## config.mk

```make
export PLATFORM = sky130hd
export DESIGN_NAME = typed_device_allocation_table_unit_flat
export DESIGN_NICKNAME = d
export VERILOG_FILES = /design/src/rtl/tdat_pkg.sv /design/src/rtl/tdat_if.sv /design/src/rtl/tdat_cell.sv /design/src/rtl/tdat_ctrl.sv /design/src/rtl/typed_device_allocation_table_unit.sv /design/src/flat_wrapper.sv
export VERILOG_INCLUDE_DIRS = /design/src /design/src/rtl
export SDC_FILE = /design/constraint.sdc
export NUM_CORES = 1
export LEC_CHECK = 0
export BUFFER_PORTS_ARGS = -buffer_cell sky130_fd_sc_hd__buf_2
export CORE_MARGIN = 2
export CORE_UTILIZATION = 45
export CTS_CLUSTER_DIAMETER = 100
export DETAILED_ROUTE_END_ITERATION = 10
export REMOVE_ABC_BUFFERS = 1
export SETUP_SLACK_MARGIN = 0.05
export SYNTH_ARGS = -nofsm -noshare
export SYNTH_HDL_FRONTEND = slang
export SYNTH_SLANG_ARGS = --single-unit
```

## constraint.sdc

```tcl
create_clock -name clk -period 4.32 [get_ports clk]
set_input_delay 0.648 -clock clk [delete_from_list [all_inputs] [get_ports clk]]
set_output_delay 0.648 -clock clk [all_outputs]
set_load 0.05 [all_outputs]
```

## src/rtl/typed_device_allocation_table_unit_macros.svh

```systemverilog
// Assertion macros used by the allocation table RTL
`ifndef TYPED_DEVICE_ALLOCATION_TABLE_UNIT_MACROS_SVH
`define TYPED_DEVICE_ALLOCATION_TABLE_UNIT_MACROS_SVH

// Check a consequent in the same cycle as its antecedent
`define TDAT_ASSERT_NOW(label, ante, cons, msg) \
    label: assert property (@(posedge clk) disable iff (!rst_n) (ante) |-> (cons)) \
        else $error(msg);

// Check a consequent in the cycle after its antecedent
`define TDAT_ASSERT_NEXT(label, ante, cons, msg) \
    label: assert property (@(posedge clk) disable iff (!rst_n) (ante) |=> (cons)) \
        else $error(msg);

`endif

```

## src/rtl/tdat_pkg.sv

```systemverilog
// Types, constants and helpers of the typed device allocation table
package tdat_pkg;

    localparam int NUM_TYPES  = 4;
    localparam int NUM_SLOTS  = 16;
    localparam int CFG_TYPES  = 4;
    localparam int TYPE_LIMIT = (NUM_TYPES < CFG_TYPES) ? NUM_TYPES : CFG_TYPES;

    localparam int ACT_W   = 1;
    localparam int JOB_W   = 8;
    localparam int TYPE_W  = 3;
    localparam int LNUM_W  = 16;
    localparam int OC_W    = 2;
    localparam int DEV_W   = 4;
    localparam int CNT_W   = 5;
    localparam int BASE_W  = 4;
    localparam int IDX_W   = 3;
    localparam int DATA_W  = 5;

    localparam int TSEL_W  = (CFG_TYPES > 1) ? $clog2(CFG_TYPES) : 1;
    localparam int POS_W   = $clog2(NUM_SLOTS);
    localparam int CMP_W   = (POS_W > BASE_W + 1) ? POS_W : BASE_W + 1;
    localparam int REL_W   = $clog2(NUM_SLOTS + 1);
    localparam int SUM_W   = ((REL_W > CNT_W) ? REL_W : CNT_W) + 1;

    localparam logic [CNT_W-1:0] MAX_COUNT = CNT_W'(16);

    localparam logic [CNT_W-1:0]  COUNT_RESET [CFG_TYPES] = '{5'd2, 5'd3, 5'd4, 5'd1};
    localparam logic [BASE_W-1:0] BASE_RESET  [CFG_TYPES] = '{4'd0, 4'd2, 4'd5, 4'd9};

    typedef enum logic [ACT_W-1:0] {
        ACT_ALLOC   = 1'b0,
        ACT_RECLAIM = 1'b1
    } tdat_action_e;

    typedef enum logic [OC_W-1:0] {
        OC_OK        = 2'd0,
        OC_UNKNOWN   = 2'd1,
        OC_NONE_FREE = 2'd2,
        OC_JOB_NONE  = 2'd3
    } tdat_outcome_e;

    typedef enum logic [IDX_W-1:0] {
        CFG_COUNT_TYPE0 = 3'd0,
        CFG_COUNT_TYPE1 = 3'd1,
        CFG_COUNT_TYPE2 = 3'd2,
        CFG_COUNT_TYPE3 = 3'd3,
        CFG_BASE_TYPE0  = 3'd4,
        CFG_BASE_TYPE1  = 3'd5,
        CFG_BASE_TYPE2  = 3'd6,
        CFG_BASE_TYPE3  = 3'd7
    } tdat_cfg_idx_e;

    typedef enum logic [1:0] {
        ST_IDLE,
        ST_SCAN,
        ST_FINISH
    } tdat_state_e;

    // Request fields broadcast to every cell while a scan runs
    typedef struct packed {
        tdat_action_e       action;
        logic [JOB_W-1:0]   job;
        logic [LNUM_W-1:0]  lnum;
        logic [CMP_W-1:0]   lo;
        logic [CMP_W-1:0]   hi;
    } tdat_bcast_t;

    // Token handed from cell to cell
    typedef struct packed {
        logic               valid;
        logic [POS_W-1:0]   pos;
        logic               found;
        logic [POS_W-1:0]   slot;
        logic [REL_W-1:0]   released;
    } tdat_carry_t;

    function automatic logic [CNT_W-1:0] sat_count(input logic [CNT_W-1:0] v);
        return (v > MAX_COUNT) ? MAX_COUNT : v;
    endfunction

endpackage

```

## src/rtl/tdat_if.sv

```systemverilog
// Handshake channel interfaces of the allocation table
interface tdat_req_if;
    logic                         valid;
    logic                         ready;
    logic [tdat_pkg::ACT_W-1:0]   action;
    logic [tdat_pkg::JOB_W-1:0]   job_id;
    logic [tdat_pkg::TYPE_W-1:0]  device_type;
    logic [tdat_pkg::LNUM_W-1:0]  logical_number;

    modport source (output valid, action, job_id, device_type, logical_number, input ready);
    modport sink   (input valid, action, job_id, device_type, logical_number, output ready);
endinterface

interface tdat_res_if;
    logic                         valid;
    logic                         ready;
    logic [tdat_pkg::OC_W-1:0]    outcome;
    logic [tdat_pkg::DEV_W-1:0]   device_slot;
    logic [tdat_pkg::CNT_W-1:0]   released_count;
    logic [tdat_pkg::CNT_W-1:0]   free_left;

    modport source (output valid, outcome, device_slot, released_count, free_left, input ready);
    modport sink   (input valid, outcome, device_slot, released_count, free_left, output ready);
endinterface

interface tdat_cfg_if;
    logic                         valid;
    logic                         ready;
    logic [tdat_pkg::IDX_W-1:0]   index;
    logic [tdat_pkg::DATA_W-1:0]  data;

    modport source (output valid, index, data, input ready);
    modport sink   (input valid, index, data, output ready);
endinterface

```

## src/rtl/tdat_cell.sv

```systemverilog
// One device slot of the table and its stage of the scan chain
module tdat_cell (
    input  logic                  clk,
    input  logic                  rst_n,
    input  tdat_pkg::tdat_bcast_t bcast,
    input  tdat_pkg::tdat_carry_t carry_in,
    output tdat_pkg::tdat_carry_t carry_out
);
    import tdat_pkg::*;

    logic              used_reg, used_next;
    logic [JOB_W-1:0]  owner_reg, owner_next;
    logic [LNUM_W-1:0] logical_reg, logical_next;
    tdat_carry_t       carry_reg, carry_next;
    logic [CMP_W-1:0]  pos_ext;
    logic              in_range;
    logic              claim;
    logic              drop;

    // Decide whether the passing token claims or frees this slot
    always_comb
    begin
        pos_ext  = CMP_W'(carry_in.pos);
        in_range = carry_in.valid && (pos_ext >= bcast.lo) && (pos_ext < bcast.hi);
        claim    = in_range && (bcast.action == ACT_ALLOC) && !used_reg && !carry_in.found;
        drop     = in_range && (bcast.action == ACT_RECLAIM) && used_reg
                   && (owner_reg == bcast.job);
    end

    // Update the slot contents
    always_comb
    begin
        used_next    = used_reg;
        owner_next   = owner_reg;
        logical_next = logical_reg;
        if (claim)
        begin
            used_next    = 1'b1;
            owner_next   = bcast.job;
            logical_next = bcast.lnum;
        end
        else if (drop)
        begin
            used_next    = 1'b0;
            owner_next   = '0;
            logical_next = '0;
        end
    end

    // Advance the token to the next slot
    always_comb
    begin
        carry_next          = carry_in;
        carry_next.pos      = carry_in.pos + POS_W'(1);
        carry_next.found    = carry_in.found || claim;
        carry_next.slot     = claim ? carry_in.pos : carry_in.slot;
        carry_next.released = carry_in.released + REL_W'(drop);
    end

    always_ff @(posedge clk or negedge rst_n)
    begin
        if (!rst_n)
        begin
            used_reg  <= 1'b0;
            carry_reg <= '0;
        end
        else
        begin
            used_reg  <= used_next;
            carry_reg <= carry_next;
        end
    end

    // Hold owner and logical number; no reset needed
    always_ff @(posedge clk)
    begin
        owner_reg   <= owner_next;
        logical_reg <= logical_next;
    end

    assign carry_out = carry_reg;

endmodule

```

## src/rtl/tdat_ctrl.sv

```systemverilog
// Request sequencing, type registers, free counts and result word
module tdat_ctrl (
    input  logic                  clk,
    input  logic                  rst_n,
    tdat_req_if.sink              req,
    tdat_res_if.source            res,
    tdat_cfg_if.sink              cfg,
    input  tdat_pkg::tdat_carry_t chain_out,
    output tdat_pkg::tdat_carry_t chain_in,
    output tdat_pkg::tdat_bcast_t bcast
);
    import tdat_pkg::*;

    tdat_state_e        state_reg, state_next;
    logic [CNT_W-1:0]   count_reg [CFG_TYPES];
    logic [BASE_W-1:0]  base_reg  [CFG_TYPES];
    logic [CNT_W-1:0]   free_reg  [CFG_TYPES];

    tdat_bcast_t        bcast_reg;
    logic [TSEL_W-1:0]  tsel_reg;
    logic               unknown_reg;
    logic               nofree_reg;
    logic               launch_reg;
    logic               found_reg;
    logic [POS_W-1:0]   slot_reg;
    logic [REL_W-1:0]   rel_reg;

    logic               out_valid_reg;
    tdat_outcome_e      out_outcome_reg;
    logic [DEV_W-1:0]   out_slot_reg;
    logic [CNT_W-1:0]   out_rel_reg;
    logic [CNT_W-1:0]   out_free_reg;

    logic [TSEL_W-1:0]  tsel_in;
    logic               unknown_in;
    logic               nofree_in;
    logic [CMP_W-1:0]   lo_in;
    logic [CMP_W-1:0]   hi_in;
    logic               req_fire;
    logic               scan_done;
    logic               out_free;
    logic               finish_load;
    logic               cfg_wr;

    logic [CNT_W-1:0]   free_cur;
    logic [SUM_W-1:0]   free_sum;
    tdat_outcome_e      res_outcome;
    logic [DEV_W-1:0]   res_slot;
    logic [CNT_W-1:0]   res_rel;
    logic [CNT_W-1:0]   res_free;
    logic               res_write_free;

    // Decode the incoming request
    always_comb
    begin
        tsel_in    = TSEL_W'(req.device_type);
        unknown_in = ({1'b0, req.device_type} >= (TYPE_W + 1)'(TYPE_LIMIT));
        nofree_in  = (tdat_action_e'(req.action) == ACT_ALLOC) && (free_reg[tsel_in] == '0);
        lo_in      = CMP_W'(base_reg[tsel_in]);
        hi_in      = lo_in + CMP_W'(sat_count(count_reg[tsel_in]));
    end

    // Next state
    always_comb
    begin
        state_next = state_reg;
        case (state_reg)
            ST_IDLE:
            begin
                if (req.valid)
                    state_next = (unknown_in || nofree_in) ? ST_FINISH : ST_SCAN;
            end
            ST_SCAN:
            begin
                if (chain_out.valid)
                    state_next = ST_FINISH;
            end
            ST_FINISH:
            begin
                if (!out_valid_reg || res.ready)
                    state_next = ST_IDLE;
            end
            default:
                state_next = ST_IDLE;
        endcase
    end

    // Handshakes and result word
    always_comb
    begin
        req.ready   = (state_reg == ST_IDLE);
        cfg.ready   = 1'b1;
        cfg_wr      = cfg.valid;
        req_fire    = (state_reg == ST_IDLE) && req.valid;
        scan_done   = (state_reg == ST_SCAN) && chain_out.valid;
        out_free    = !out_valid_reg || res.ready;
        finish_load = (state_reg == ST_FINISH) && out_free;

        free_cur       = free_reg[tsel_reg];
        free_sum       = SUM_W'(free_cur) + SUM_W'(rel_reg);
        res_outcome    = OC_OK;
        res_slot       = '0;
        res_rel        = '0;
        res_free       = free_cur;
        res_write_free = 1'b0;
        if (unknown_reg)
        begin
            res_outcome = OC_UNKNOWN;
            res_free    = '0;
        end
        else if (bcast_reg.action == ACT_ALLOC)
        begin
            if (nofree_reg || !found_reg)
                res_outcome = OC_NONE_FREE;
            else
            begin
                res_slot       = DEV_W'(slot_reg);
                res_free       = free_cur - CNT_W'(1);
                res_write_free = 1'b1;
            end
        end
        else
        begin
            if (rel_reg == '0)
                res_outcome = OC_JOB_NONE;
            else
            begin
                res_rel        = CNT_W'(rel_reg);
                res_free       = (free_sum > SUM_W'(MAX_COUNT)) ? MAX_COUNT
                                                                : CNT_W'(free_sum);
                res_write_free = 1'b1;
            end
        end
    end

    // State, type registers, free counts and output valid
    always_ff @(posedge clk or negedge rst_n)
    begin
        if (!rst_n)
        begin
            state_reg     <= ST_IDLE;
            launch_reg    <= 1'b0;
            out_valid_reg <= 1'b0;
            for (int i = 0; i < CFG_TYPES; i++)
            begin
                count_reg[i] <= COUNT_RESET[i];
                base_reg[i]  <= BASE_RESET[i];
                free_reg[i]  <= sat_count(COUNT_RESET[i]);
            end
        end
        else
        begin
            state_reg  <= state_next;
            launch_reg <= req_fire && !unknown_in && !nofree_in;
            if (finish_load)
                out_valid_reg <= 1'b1;
            else if (res.ready)
                out_valid_reg <= 1'b0;

            if (cfg_wr)
            begin
                case (tdat_cfg_idx_e'(cfg.index))
                    CFG_COUNT_TYPE0, CFG_COUNT_TYPE1, CFG_COUNT_TYPE2, CFG_COUNT_TYPE3:
                    begin
                        count_reg[TSEL_W'(cfg.index)] <= cfg.data[CNT_W-1:0];
                        free_reg[TSEL_W'(cfg.index)]  <= sat_count(cfg.data[CNT_W-1:0]);
                    end
                    CFG_BASE_TYPE0, CFG_BASE_TYPE1, CFG_BASE_TYPE2, CFG_BASE_TYPE3:
                        base_reg[TSEL_W'(cfg.index)] <= cfg.data[BASE_W-1:0];
                    default:
                    begin
                    end
                endcase
            end
            else if (finish_load && res_write_free)
                free_reg[tsel_reg] <= res_free;
        end
    end

    // Latch request, scan result and output word
    always_ff @(posedge clk)
    begin
        if (req_fire)
        begin
            bcast_reg.action <= tdat_action_e'(req.action);
            bcast_reg.job    <= req.job_id;
            bcast_reg.lnum   <= req.logical_number;
            bcast_reg.lo     <= lo_in;
            bcast_reg.hi     <= hi_in;
            tsel_reg         <= tsel_in;
            unknown_reg      <= unknown_in;
            nofree_reg       <= nofree_in;
            found_reg        <= 1'b0;
            rel_reg          <= '0;
        end
        if (scan_done)
        begin
            found_reg <= chain_out.found;
            slot_reg  <= chain_out.slot;
            rel_reg   <= chain_out.released;
        end
        if (finish_load)
        begin
            out_outcome_reg <= res_outcome;
            out_slot_reg    <= res_slot;
            out_rel_reg     <= res_rel;
            out_free_reg    <= res_free;
        end
    end

    // Drive the chain head and the broadcast
    always_comb
    begin
        chain_in       = '0;
        chain_in.valid = launch_reg;
        bcast          = bcast_reg;
    end

    assign res.valid          = out_valid_reg;
    assign res.outcome        = out_outcome_reg;
    assign res.device_slot    = out_slot_reg;
    assign res.released_count = out_rel_reg;
    assign res.free_left      = out_free_reg;

endmodule

```

## src/rtl/typed_device_allocation_table_unit.sv

```systemverilog
// Top level of the typed device allocation table: controller and chain of slot cells
// A scan request sends a token through the slot cells, one slot cell per cycle; the result
// word is loaded once the token leaves the last cell. An unknown type or an allocate on a
// type with no free count skips the scan. A new request is accepted only once the result
// word has been loaded, and loading waits for any earlier result word to go.
// Reset: all slots free, counts, bases and free counts at reset values; no clearing pass.
`include "typed_device_allocation_table_unit_macros.svh"

module typed_device_allocation_table_unit (
    input  logic        clk,
    input  logic        rst_n,
    tdat_req_if.sink    req,
    tdat_res_if.source  res,
    tdat_cfg_if.sink    cfg
);
    import tdat_pkg::*;

    tdat_carry_t          chain [NUM_SLOTS+1];
    tdat_bcast_t          bcast;
    logic [NUM_SLOTS:0]   tok_vld;

    tdat_ctrl u_ctrl (
        .clk       (clk),
        .rst_n     (rst_n),
        .req       (req),
        .res       (res),
        .cfg       (cfg),
        .chain_out (chain[NUM_SLOTS]),
        .chain_in  (chain[0]),
        .bcast     (bcast)
    );

    // Build the row of slot cells
    for (genvar g = 0; g < NUM_SLOTS; g++)
    begin : g_cell
        tdat_cell u_cell (
            .clk       (clk),
            .rst_n     (rst_n),
            .bcast     (bcast),
            .carry_in  (chain[g]),
            .carry_out (chain[g+1])
        );
    end

    // Collect token valid bits along the chain
    for (genvar g = 0; g <= NUM_SLOTS; g++)
    begin : g_vld
        assign tok_vld[g] = chain[g].valid;
    end

    `TDAT_ASSERT_NOW(a_single_token, 1'b1, $countones(tok_vld) <= 1, "more than one token in chain")
    `TDAT_ASSERT_NOW(a_accept_chain_empty, req.valid && req.ready, tok_vld == '0, "accept during scan")
    `TDAT_ASSERT_NEXT(a_done_blocks_input, tok_vld[NUM_SLOTS], !req.ready, "input open after scan")

endmodule
```

## src/flat_wrapper.sv

```systemverilog
// flat-port wrapper written by rule: the top's interface ports become plain ports
module typed_device_allocation_table_unit_flat import tdat_pkg::*;
  (clk, rst_n, req_valid, req_action, req_job_id, req_device_type, req_logical_number, req_ready, res_valid, res_outcome, res_device_slot, res_released_count, res_free_left, res_ready, cfg_valid, cfg_index, cfg_data, cfg_ready);
  tdat_req_if req_i ();
  tdat_res_if res_i ();
  tdat_cfg_if cfg_i ();
  input  logic clk;
  input  logic rst_n;
  input wire logic [$bits(req_i.valid)-1:0] req_valid;
  input wire logic [$bits(req_i.action)-1:0] req_action;
  input wire logic [$bits(req_i.job_id)-1:0] req_job_id;
  input wire logic [$bits(req_i.device_type)-1:0] req_device_type;
  input wire logic [$bits(req_i.logical_number)-1:0] req_logical_number;
  output wire logic [$bits(req_i.ready)-1:0] req_ready;
  output wire logic [$bits(res_i.valid)-1:0] res_valid;
  output wire logic [$bits(res_i.outcome)-1:0] res_outcome;
  output wire logic [$bits(res_i.device_slot)-1:0] res_device_slot;
  output wire logic [$bits(res_i.released_count)-1:0] res_released_count;
  output wire logic [$bits(res_i.free_left)-1:0] res_free_left;
  input wire logic [$bits(res_i.ready)-1:0] res_ready;
  input wire logic [$bits(cfg_i.valid)-1:0] cfg_valid;
  input wire logic [$bits(cfg_i.index)-1:0] cfg_index;
  input wire logic [$bits(cfg_i.data)-1:0] cfg_data;
  output wire logic [$bits(cfg_i.ready)-1:0] cfg_ready;
  assign req_i.valid = req_valid;
  assign req_i.action = req_action;
  assign req_i.job_id = req_job_id;
  assign req_i.device_type = req_device_type;
  assign req_i.logical_number = req_logical_number;
  assign req_ready = req_i.ready;
  assign res_valid = res_i.valid;
  assign res_outcome = res_i.outcome;
  assign res_device_slot = res_i.device_slot;
  assign res_released_count = res_i.released_count;
  assign res_free_left = res_i.free_left;
  assign res_i.ready = res_ready;
  assign cfg_i.valid = cfg_valid;
  assign cfg_i.index = cfg_index;
  assign cfg_i.data = cfg_data;
  assign cfg_ready = cfg_i.ready;
  typed_device_allocation_table_unit u_core (.clk(clk), .rst_n(rst_n), .req(req_i), .res(res_i), .cfg(cfg_i));
endmodule
```

==> flow_metrics.tcl, run 1 <==
set metrics [dict create \
    status "finished clean" \
    synth_compound_area_share_pct 6.28 \
    reg2reg_depth 9 \
    fin_skew_ns 0.0367 \
    synth_top_flop_cell "dfrtp_1" \
    fin_area_mm2 0.0248 \
    timing.rr.start "u_core.u_ctrl.tsel_reg[0]$_DFFE_PP_" \
    placed_area_mm2 0.0231 \
    antenna_found_initial 3 \
    finalNetCount 1972 \
    worstPathCellList "mux4_2 > ha_1 > fa_1 > a21o_1 > a21oi_1 > a21oi_1 > o311a_1 > nor3_1 > a221o_1" \
    synth_cell_types 79 \
    fmax_ghz 0.269 \
    fin_cells 2450 \
    largest_register_ffs 210 \
    drc 0 \
    cts_tree "yes" \
    cts_hold_repair.buffers 0 \
    period_share_pct 86.0 \
    htreeDepth 2 \
    tightest_slew_ns 1.26 \
    drive_gt1_share_pct 17.0 \
    synth_common_cells "271 x dfrtp_1, 176 x edfxtp_1, 146 x and2_1, 145 x ha_1, 137 x xnor2_1" \
    endpoint_kind "flop" \
    swShare_pct 32.1 \
    async_reset_ff_share_pct 61.9 \
    rows 81 \
    syn_area_mm2 0.0220 \
    ant_nets 0 \
    r2r_end "u_core.u_ctrl.free_reg[17]$_DFFE_PN0P_" \
    cp_data_required_time_ns 4.85 \
    crit_path_top_delay_cell "mux4_2" \
    max_slew_margin_pct 15.9 \
    core_area_mm2 0.0486 \
    ys_seq_area_share_pct 56.6 \
    crit_type "reg2reg" \
    yosysMostFrequentCell "dfrtp_1" \
    r2r_slack_ns 0.61 \
    yosys.area_share.simple_pct 13.0 \
    synth_xor_area_share_pct 7.84 \
    crit_end "u_core.u_ctrl.free_reg[17]$_DFFE_PN0P_" \
    yosys.area.top_type_share_pct 30.8 \
    ys_top_cells_by_area "dfrtp_1 31%, edfxtp_1 24%, ha_1 8.2%" \
    critical_path.max_stage_delay_ns 0.67 \
    comb_power_share_pct 24.7 \
    synth_top_family_by_area "simple AND/OR/NAND/NOR gates" \
    routabilityCongestion 0.873 \
    crit_start "u_core.u_ctrl.tsel_reg[0]$_DFFE_PP_" \
    path_buf_inv 0 \
    p_clk_share_pct 31.4 \
    p_leak_uw 0.0111 \
    dieArea_mm2 0.0507 \
    cp_max_fo 9 \
    p_int_uw 9240 \
    critPathTopFamily "compound AO/OA/AOI/OAI gates" \
    via_per_inst 5.31 \
    die_w_um 225 \
    wl_per_cell_um 19.2 \
    grt_pass1_vias 13575 \
    vias 13007 \
    cts_sinks 462 \
    clk_pin_slew_ns 0.06 \
    power_density_mw_per_mm2 550 \
    layout_min_cycle_time_ns 3.71 \
    yosysWarnings 0 \
    syn_to_final_growth_pct 12.6 \
    grt_setup_unrepaired "false" \
    cts_resized 0 \
    hp-class "in2async" \
    pin_count 60 \
    whs_ns 0.0776 \
    grt_pass1_wl_um 76000 \
    portBuffers 42 \
    fillerInstances 4197 \
    root_buffer "clkbuf_16" \
    cpMostUsedCell "a21oi_1" \
    syn_inst 1708 \
    cp.arrival_ns 4.25 \
    netSwitchingPower_uw 4370 \
    synth_edf_count 176 \
    synth-seq-cells 462 \
    setup_viol 0 \
    clk_latency_ns 0.60 \
    setup_tns_ns 0 \
    gr-total-overflow 0 \
    cp.depth 9 \
    post_cts_buffers 0 \
    synth_fa_ha_area_share_pct 8.43 \
    clock_path_buffers 3 \
    drt_wl_total_um 47000 \
    grt_max_degree 105 \
    dp.cells 2353 \
    first_pass_iters 7 \
    start_kind "flop" \
    initial_core_util_pct 45.2 \
    cap_violations 0 \
    peakVddDrop_uv 307 \
    hold_viol 0 \
    place_hpwl_um 31900 \
    synth.mux.area_fraction_pct 5.32 \
    power_frac_seq_pct 43.9 \
    numCtsBuffers 51 \
    drtIter0Drc 721 \
    synth_top_area_cell "dfrtp_1" \
    die_h_um 225 \
    grtUsageTotal_pct 19.4 \
    slew_viol_final 0 \
    syn_avg_cell_area_um2 12.9 \
]
## per-layer routing
metal  routed length [um]  vias up  GRT usage, %
met2                22900      173          32.2
met3                 1770       64          3.26
met5                    0        -             0
met4                  865        0          5.64
met1                21400     6540          26.3
li1                     -     6230             -
## power groups by stage
stage                     clock network (uW)  logic (uW)  registers (uW)
after detailed placement                   0        3380            6060
after CTS                               4380        3400            5980
after global placement                     0        3290            6040
after floorplan                            0        2170            6090
final                                   4270        3370            5980
after global routing                    4550        3810            6070
## logic make-up after synthesis
logic type | after synthesis
other cells | 1
compound gates | 184
mux | 91
fa+ha+maj | 147
buf+inv | 133
simple gates | 493
flops | 462
xor+xnor | 197
## cell type report
class                   count  area [um2]  share of cell area [%]
flip-flops and latches    462       12500                    50.3
multi-input cells        1114        9010                    36.4
clock buffers              67        1440                    5.80
well taps                 622         778                    3.14
repair buffers             87         596                    2.40
inverters                  68         255                    1.03
clock inverters            29         230                   0.929
diodes                      1        2.50                  0.0101
## per-stage QoR
| stage | setup slack, ns | util (%) | total power (uW) |
|---|---|---|---|
| final | 0.605 | 50.9 | 13600 |
| after global routing | 0.376 | 50.9 | 14400 |
| after CTS | 0.634 | 50.9 | 13800 |
| after detailed placement | 0.646 | 47.5 | 9440 |
| after global placement | 0.652 | 47.5 | 9330 |
| after floorplan | 1.07 | - | 8260 |
## worst min-delay path by stage
stage,endpoint,slack [ns],depth (start not counted)
after floorplan,u_core.g_cell[0].u_cell.carry_out[0]$_DFF_PN0_,0.35,0
after global placement,u_core.g_cell[8].u_cell.carry_out[14]$_DFF_PN0_,0.36,0
after detailed placement,u_core.g_cell[4].u_cell.carry_out[14]$_DFF_PN0_,0.36,0
after CTS,u_core.u_ctrl.base_reg[11]$_DFFE_PN0P_,0.11,1
after global routing,u_core.u_ctrl.base_reg[11]$_DFFE_PN0P_,0.13,1
final,u_core.u_ctrl.base_reg[15]$_DFFE_PN0P_,0.08,1
## layout by cell type, fill, tap and decap left out, types with 16 or more instances in the layout
| master | netlist | routed |
|---|---|---|
| a21o_1 | 38 | 38 |
| a21oi_1 | 23 | 23 |
| and2_1 | 146 | 146 |
| buf_2 | 17 | 41 |
| buf_4 | 1 | 42 |
| clkbuf_16 | 0 | 52 |
| dfrtp_1 | 271 | 271 |
| edfxtp_1 | 176 | 176 |
| ha_1 | 145 | 145 |
| inv_1 | 68 | 68 |
| mux2_2 | 75 | 75 |
| nand2_1 | 53 | 53 |
| nand2b_1 | 28 | 28 |
| nand3_1 | 73 | 73 |
| nand4_1 | 16 | 16 |
| nor2_1 | 56 | 56 |
| nor3_1 | 20 | 20 |
| o21ai_0 | 27 | 27 |
| xnor2_1 | 137 | 137 |
| xor2_1 | 60 | 60 |
## worst reg2reg max path, stage by stage, from the launching register on
cell      delay (ns)
edfxtp_1        0.66
mux4_2          0.67
ha_1            0.27
fa_1            0.44
a21o_1          0.25
a21oi_1         0.16
a21oi_1         0.09
o311a_1         0.34
nor3_1          0.52
a221o_1         0.27
(Power assumes the default switching activity.)
==> run 2: changes to the inputs <==
--- a/config.mk
+++ b/config.mk
@@ -7,10 +7,13 @@
 export NUM_CORES = 1
 export LEC_CHECK = 0
 export BUFFER_PORTS_ARGS = -buffer_cell sky130_fd_sc_hd__buf_2
+export CELL_PAD_IN_SITES_DETAIL_PLACEMENT = 0
+export CELL_PAD_IN_SITES_GLOBAL_PLACEMENT = 1
 export CORE_MARGIN = 2
 export CORE_UTILIZATION = 45
 export CTS_CLUSTER_DIAMETER = 100
 export DETAILED_ROUTE_END_ITERATION = 10
+export PLACE_DENSITY_LB_ADDON = 0.1
 export REMOVE_ABC_BUFFERS = 1
 export SETUP_SLACK_MARGIN = 0.05
 export SYNTH_ARGS = -nofsm -noshare
==> run 2 against run 1 <==
Sequential cell count stayed put. First-iteration DRC count fell by 1.9%. Sequential power is essentially flat. Register-to-register slack gained 0.04 ns. Worst hold slack improved by 0.017 ns. Cell count down 0.16%. Combinational power about the same. Via count down 1.3%. Routed wire length grew 1.3%. Highest routed layer unchanged.
==> flow_metrics.tcl, run 2 (same netlist as run 1, synthesis figures left out) <==
set metrics [dict create \
    status "finished clean" \
    root_buffer "clkbuf_16" \
    cts_resized 0 \
    endpoint_kind "flop" \
    setup_viol 0 \
    power_density_mw_per_mm2 550 \
    core_area_mm2 0.0486 \
    rows 81 \
    post-place-ws_ns 0.622 \
    cts_tree "yes" \
    syn_to_final_growth_pct 12.3 \
    max_slew_margin_pct 17.9 \
    die_h_um 225 \
    pin_count 60 \
    crit_path_top_delay_cell "mux4_2" \
    cts_sinks 462 \
    fillerInstances 4193 \
    most-common-layout-cells "271 x dfrtp_1, 176 x edfxtp_1, 146 x and2_1, 145 x ha_1, 137 x xnor2_1" \
    ant_nets 0 \
    tightest_slew_ns 1.23 \
    portBuffers 42 \
    clock_path_buffers 3 \
    r2r_end "u_core.u_ctrl.free_reg[17]$_DFFE_PN0P_" \
    initial_core_util_pct 45.2 \
    cpMostUsedCell "a21oi_1" \
    finalWorstSetupSlack_ns 0.644 \
    hp-class "in2async" \
    grt_pass1_wl_um 76200 \
    grt_setup_unrepaired "false" \
    drtIter0Drc 707 \
    gr-total-overflow 0 \
    largest_register_ffs 210 \
    path_buf_inv 0 \
    cp_max_fo 9 \
    cp_data_required_time_ns 4.85 \
    multiInputGateArea_mm2 0.00901 \
    drt_wl_total_um 47600 \
    layout_min_cycle_time_ns 3.68 \
    grt_pass1_vias 13303 \
    fmax_ghz 0.272 \
    antenna_found_initial 2 \
    timing.rr.start "u_core.u_ctrl.tsel_reg[0]$_DFFE_PP_" \
    register_area_mm2 0.0125 \
    vias 12843 \
    cap_violations 0 \
    via_per_inst 5.25 \
    place_hpwl_um 31800 \
    hold_viol 0 \
    period_share_pct 85.1 \
    cp.arrival_ns 4.20 \
    critPathTopFamily "compound AO/OA/AOI/OAI gates" \
    grtUsageTotal_pct 19.6 \
    start_kind "flop" \
    first_pass_iters 4 \
    drc 0 \
    htreeDepth 2 \
    slew_viol_final 0 \
    r2r_slack_ns 0.64 \
    wl_per_cell_um 19.5 \
    setup_tns_ns 0 \
    critical_path.max_stage_delay_ns 0.68 \
    drive_gt1_share_pct 16.4 \
    post_cts_buffers 0 \
    finalNetCount 1968 \
    fin_skew_ns 0.0192 \
    dieArea_mm2 0.0507 \
    cts_hold_repair.buffers 0 \
    crit_type "reg2reg" \
    layout_commonest_cell "dfrtp_1" \
    worstPathCellList "mux4_2 > ha_1 > fa_1 > a21o_1 > a21oi_1 > a21oi_1 > o311a_1 > nor3_1 > a221o_1" \
    numCtsBuffers 51 \
    peakVddDrop_uv 324 \
    clk_latency_ns 0.59 \
    p_leak_uw 0.0111 \
    clk_pin_slew_ns 0.06 \
    reg2reg_depth 9 \
    routabilityCongestion 0.843 \
    grt_max_degree 96 \
    die_w_um 225 \
]
==> run 2: power by group <==
group	switching, uW	total, uW	internal [uW]
Clock	1740	4270	2530
Combinational	1960	3370	1410
Sequential	650	5960	5310
==> run 2: area by class of cell <==
type	count	share of cell area, %
clock inverters	18	0.805
clock buffers	78	5.82
flip-flops and latches	462	50.4
inverters	68	1.03
diodes	1	0.0101
well taps	622	3.15
multi-input cells	1114	36.4
repair buffers	83	2.34
==> run 2: layer usage <==
metal / vias to the layer above / GRT usage [%] / share of wire, %
met1: 6369 / 27.7 / 47
met3: 82 / 2.53 / 3.4
li1: 6208 / - / -
met4: 0 / 7.61 / 3.3
met2: 184 / 31.0 / 46
met5: - / 0 / 0
==> run 2: how the worst max path moves through the flow <==
stage                                   startpoint                                      to  cells past startpoint
3_3_place_gp   u_core.u_ctrl.tsel_reg[0]$_DFFE_PP_  u_core.u_ctrl.free_reg[12]$_DFFE_PN0P_                      9
2_1_floorplan  u_core.u_ctrl.tsel_reg[0]$_DFFE_PP_  u_core.u_ctrl.free_reg[15]$_DFFE_PN0P_                     10
5_1_grt        u_core.u_ctrl.tsel_reg[0]$_DFFE_PP_  u_core.u_ctrl.free_reg[17]$_DFFE_PN0P_                      9
6_report       u_core.u_ctrl.tsel_reg[0]$_DFFE_PP_  u_core.u_ctrl.free_reg[17]$_DFFE_PN0P_                      9
4_1_cts        u_core.u_ctrl.tsel_reg[0]$_DFFE_PP_  u_core.u_ctrl.free_reg[17]$_DFFE_PN0P_                      9
3_5_place_dp   u_core.u_ctrl.tsel_reg[0]$_DFFE_PP_  u_core.u_ctrl.free_reg[17]$_DFFE_PN0P_                      9
==> run 2: per-stage QoR <==
step | utilization (%) | instances | hold slack, ns | power [uW] | area, um2
after floorplan | - | 1644 | 0.346 | 8260 | 21700
after CTS | 50.8 | 2445 | 0.105 | 13800 | 24700
after detailed placement | 47.4 | 2349 | 0.365 | 9440 | 23100
after global placement | 47.4 | 2349 | 0.359 | 9350 | 23100
after global routing | 50.8 | 2446 | 0.146 | 14500 | 24700
final | 50.8 | 2446 | 0.0946 | 13600 | 24700
==> run 3: changes to the inputs <==
--- a/config.mk
+++ b/config.mk
@@ -13,6 +13,7 @@
 export CORE_UTILIZATION = 45
 export CTS_CLUSTER_DIAMETER = 100
 export DETAILED_ROUTE_END_ITERATION = 10
+export GPL_TIMING_DRIVEN = 0
 export PLACE_DENSITY_LB_ADDON = 0.1
 export REMOVE_ABC_BUFFERS = 1
 export SETUP_SLACK_MARGIN = 0.05
==> run 3 against run 2 <==
Via count shrank 0.44%. Total power shrank 0.43%. Sequential cell count unchanged. Global-route usage down 0.34 points. Setup slack got worse by 0.27 ns. Combinational power up 4%. Routed wire length is 1.4% lower. Die area is the same. Worst hold slack worse by 0.089 ns. First-iteration DRC count rose by 10%. Non-clock buffer count down 18. Register-to-register slack got worse by 0.27 ns. Largest cell class unchanged. Highest routed layer unchanged.
==> flow_metrics.tcl, run 3 (same netlist as run 1, synthesis figures left out) <==
set metrics [dict create \
    status "finished clean" \
    fin_area_mm2 0.0249 \
    finalNetCount 1950 \
    crit_path_top_delay_cell "mux4_2" \
    rows 81 \
    setup_tns_ns 0 \
    vias 12787 \
    cts_sinks 462 \
    clock_path_buffers 3 \
    cp_data_required_time_ns 4.83 \
    slew_viol_final 0 \
    max_slew_margin_pct 16.1 \
    initial_core_util_pct 45.2 \
    worstPathCellList "mux4_2 > ha_1 > fa_1 > a21o_1 > a21oi_1 > a21oi_1 > o311a_1 > nor3_1 > a221o_1" \
    grt_setup_unrepaired "false" \
    diodes 0 \
    post-place-ws_ns 0.398 \
    cp_max_fo 9 \
    hold_viol 0 \
    most-common-layout-cells "271 x dfrtp_1, 176 x edfxtp_1, 146 x and2_1, 145 x ha_1, 137 x xnor2_1" \
    portBuffers 42 \
    cap_violations 0 \
    htreeDepth 2 \
    critPathTopFamily "compound AO/OA/AOI/OAI gates" \
    post_cts_buffers 0 \
    antenna_found_initial 0 \
    fmax_ghz 0.254 \
    period_share_pct 91.3 \
    whs_ns 0.00526 \
    drtIter0Drc 779 \
    drc 0 \
    largest_register_ffs 210 \
    critical_path.max_stage_delay_ns 0.69 \
    pin_count 60 \
    grt_pass1_vias 13173 \
    cts_hold_repair.buffers 0 \
    endpoint_kind "flop" \
    clk_pin_slew_ns 0.06 \
    path_buf_inv 0 \
    cts_tree "yes" \
    die_h_um 225 \
    routabilityCongestion 0.810 \
    crit_type "reg2reg" \
    first_pass_iters 5 \
    r2r_end "u_core.u_ctrl.free_reg[17]$_DFFE_PN0P_" \
    layout_min_cycle_time_ns 3.94 \
    placed_area_mm2 0.0233 \
    place_hpwl_um 32100 \
    setup_viol 0 \
    cp.arrival_ns 4.46 \
    ant_nets 0 \
    r2r_slack_ns 0.38 \
    syn_to_final_growth_pct 13.0 \
    reg2reg_depth 9 \
    grt_pass1_wl_um 75500 \
    layout_commonest_cell "dfrtp_1" \
    wl_per_cell_um 19.3 \
    gr-total-overflow 0 \
    drt_wl_total_um 46900 \
    die_w_um 225 \
    drive_gt1_share_pct 15.6 \
    power_density_mw_per_mm2 545 \
    grtUsageTotal_pct 19.3 \
    root_buffer "clkbuf_16" \
    cpMostUsedCell "a21oi_1" \
    start_kind "flop" \
    via_per_inst 5.27 \
    clk_latency_ns 0.59 \
    dieArea_mm2 0.0507 \
    fin_skew_ns 0.0207 \
    finalWorstSetupSlack_ns 0.376 \
    p_leak_uw 0.0111 \
    final_util_pct 51.1 \
    grt_max_degree 116 \
    fillerInstances 4315 \
    tightest_slew_ns 1.25 \
    peakVddDrop_uv 365 \
    cts_resized 0 \
    timing.rr.start "u_core.u_ctrl.tsel_reg[0]$_DFFE_PP_" \
    hp-class "in2async" \
    core_area_mm2 0.0486 \
    numCtsBuffers 51 \
]
==> run 3: worst reg2reg max path: cells and delay by family (launching register included) <==
kind | cells | cell delay, ns
AND/OR/NAND/NOR | 1 | 0.68
flip-flops | 1 | 0.65
adder cells (fa/ha/maj) | 2 | 0.71
AO/OA/AOI/OAI | 5 | 1.14
multiplexers | 1 | 0.69
==> run 3: layout make-up <==
type                       instances  area, um2  area share, %
multi-input combinational       1114       9030           36.3
clock inverter                    20       93.8          0.378
inverter                          68        255           1.03
tap                              622        778           3.13
timing repair buffer              65        771           3.10
sequential                       462      12500           50.1
clock buffer                      75       1470           5.91
==> run 3: metrics by stage <==
stage,power (uW),std cells
3_5_place_dp,9570,2327
3_3_place_gp,9290,2308
4_1_cts,13700,2422
2_1_floorplan,8260,1644
5_1_grt,14400,2426
6_report,13500,2426
==> run 3: power by group <==
| part | switching, uW | internal (uW) |
|---|---|---|
| clock | 1730 | 2340 |
| combinational | 1980 | 1520 |
| sequential | 657 | 5310 |
| total | 4370 | 9170 |
==> run 3: routing by layer <==
metal  part of all wire [%]  GRT usage (%)  wire length [um]  vias up
li1                       -              -                 -     6169
met1                     49           28.4             23000     6378
met2                     46           29.8             21400      168
met3                    3.1           2.52              1450       72
met4                    2.4           5.90              1100        0
met5                      0              0                 0        -
==> run 3: worst max path at each step <==
stage	to	slack (ns)	cells past startpoint	startpoint
2_1_floorplan	u_core.u_ctrl.free_reg[15]$_DFFE_PN0P_	1.07	10	u_core.u_ctrl.tsel_reg[0]$_DFFE_PP_
3_3_place_gp	u_core.g_cell[2].u_cell.carry_out[0]$_DFF_PN0_	-3.04	1	rst_n
3_5_place_dp	u_core.u_ctrl.free_reg[12]$_DFFE_PN0P_	0.40	9	u_core.u_ctrl.tsel_reg[0]$_DFFE_PP_
4_1_cts	u_core.u_ctrl.free_reg[17]$_DFFE_PN0P_	0.39	9	u_core.u_ctrl.tsel_reg[0]$_DFFE_PP_
5_1_grt	u_core.g_cell[5].u_cell.owner_reg[2]$_SDFFCE_PN0P_	0.23	7	u_core.u_ctrl.bcast[1]$_DFFE_PP_
6_report	u_core.u_ctrl.free_reg[17]$_DFFE_PN0P_	0.38	9	u_core.u_ctrl.tsel_reg[0]$_DFFE_PP_
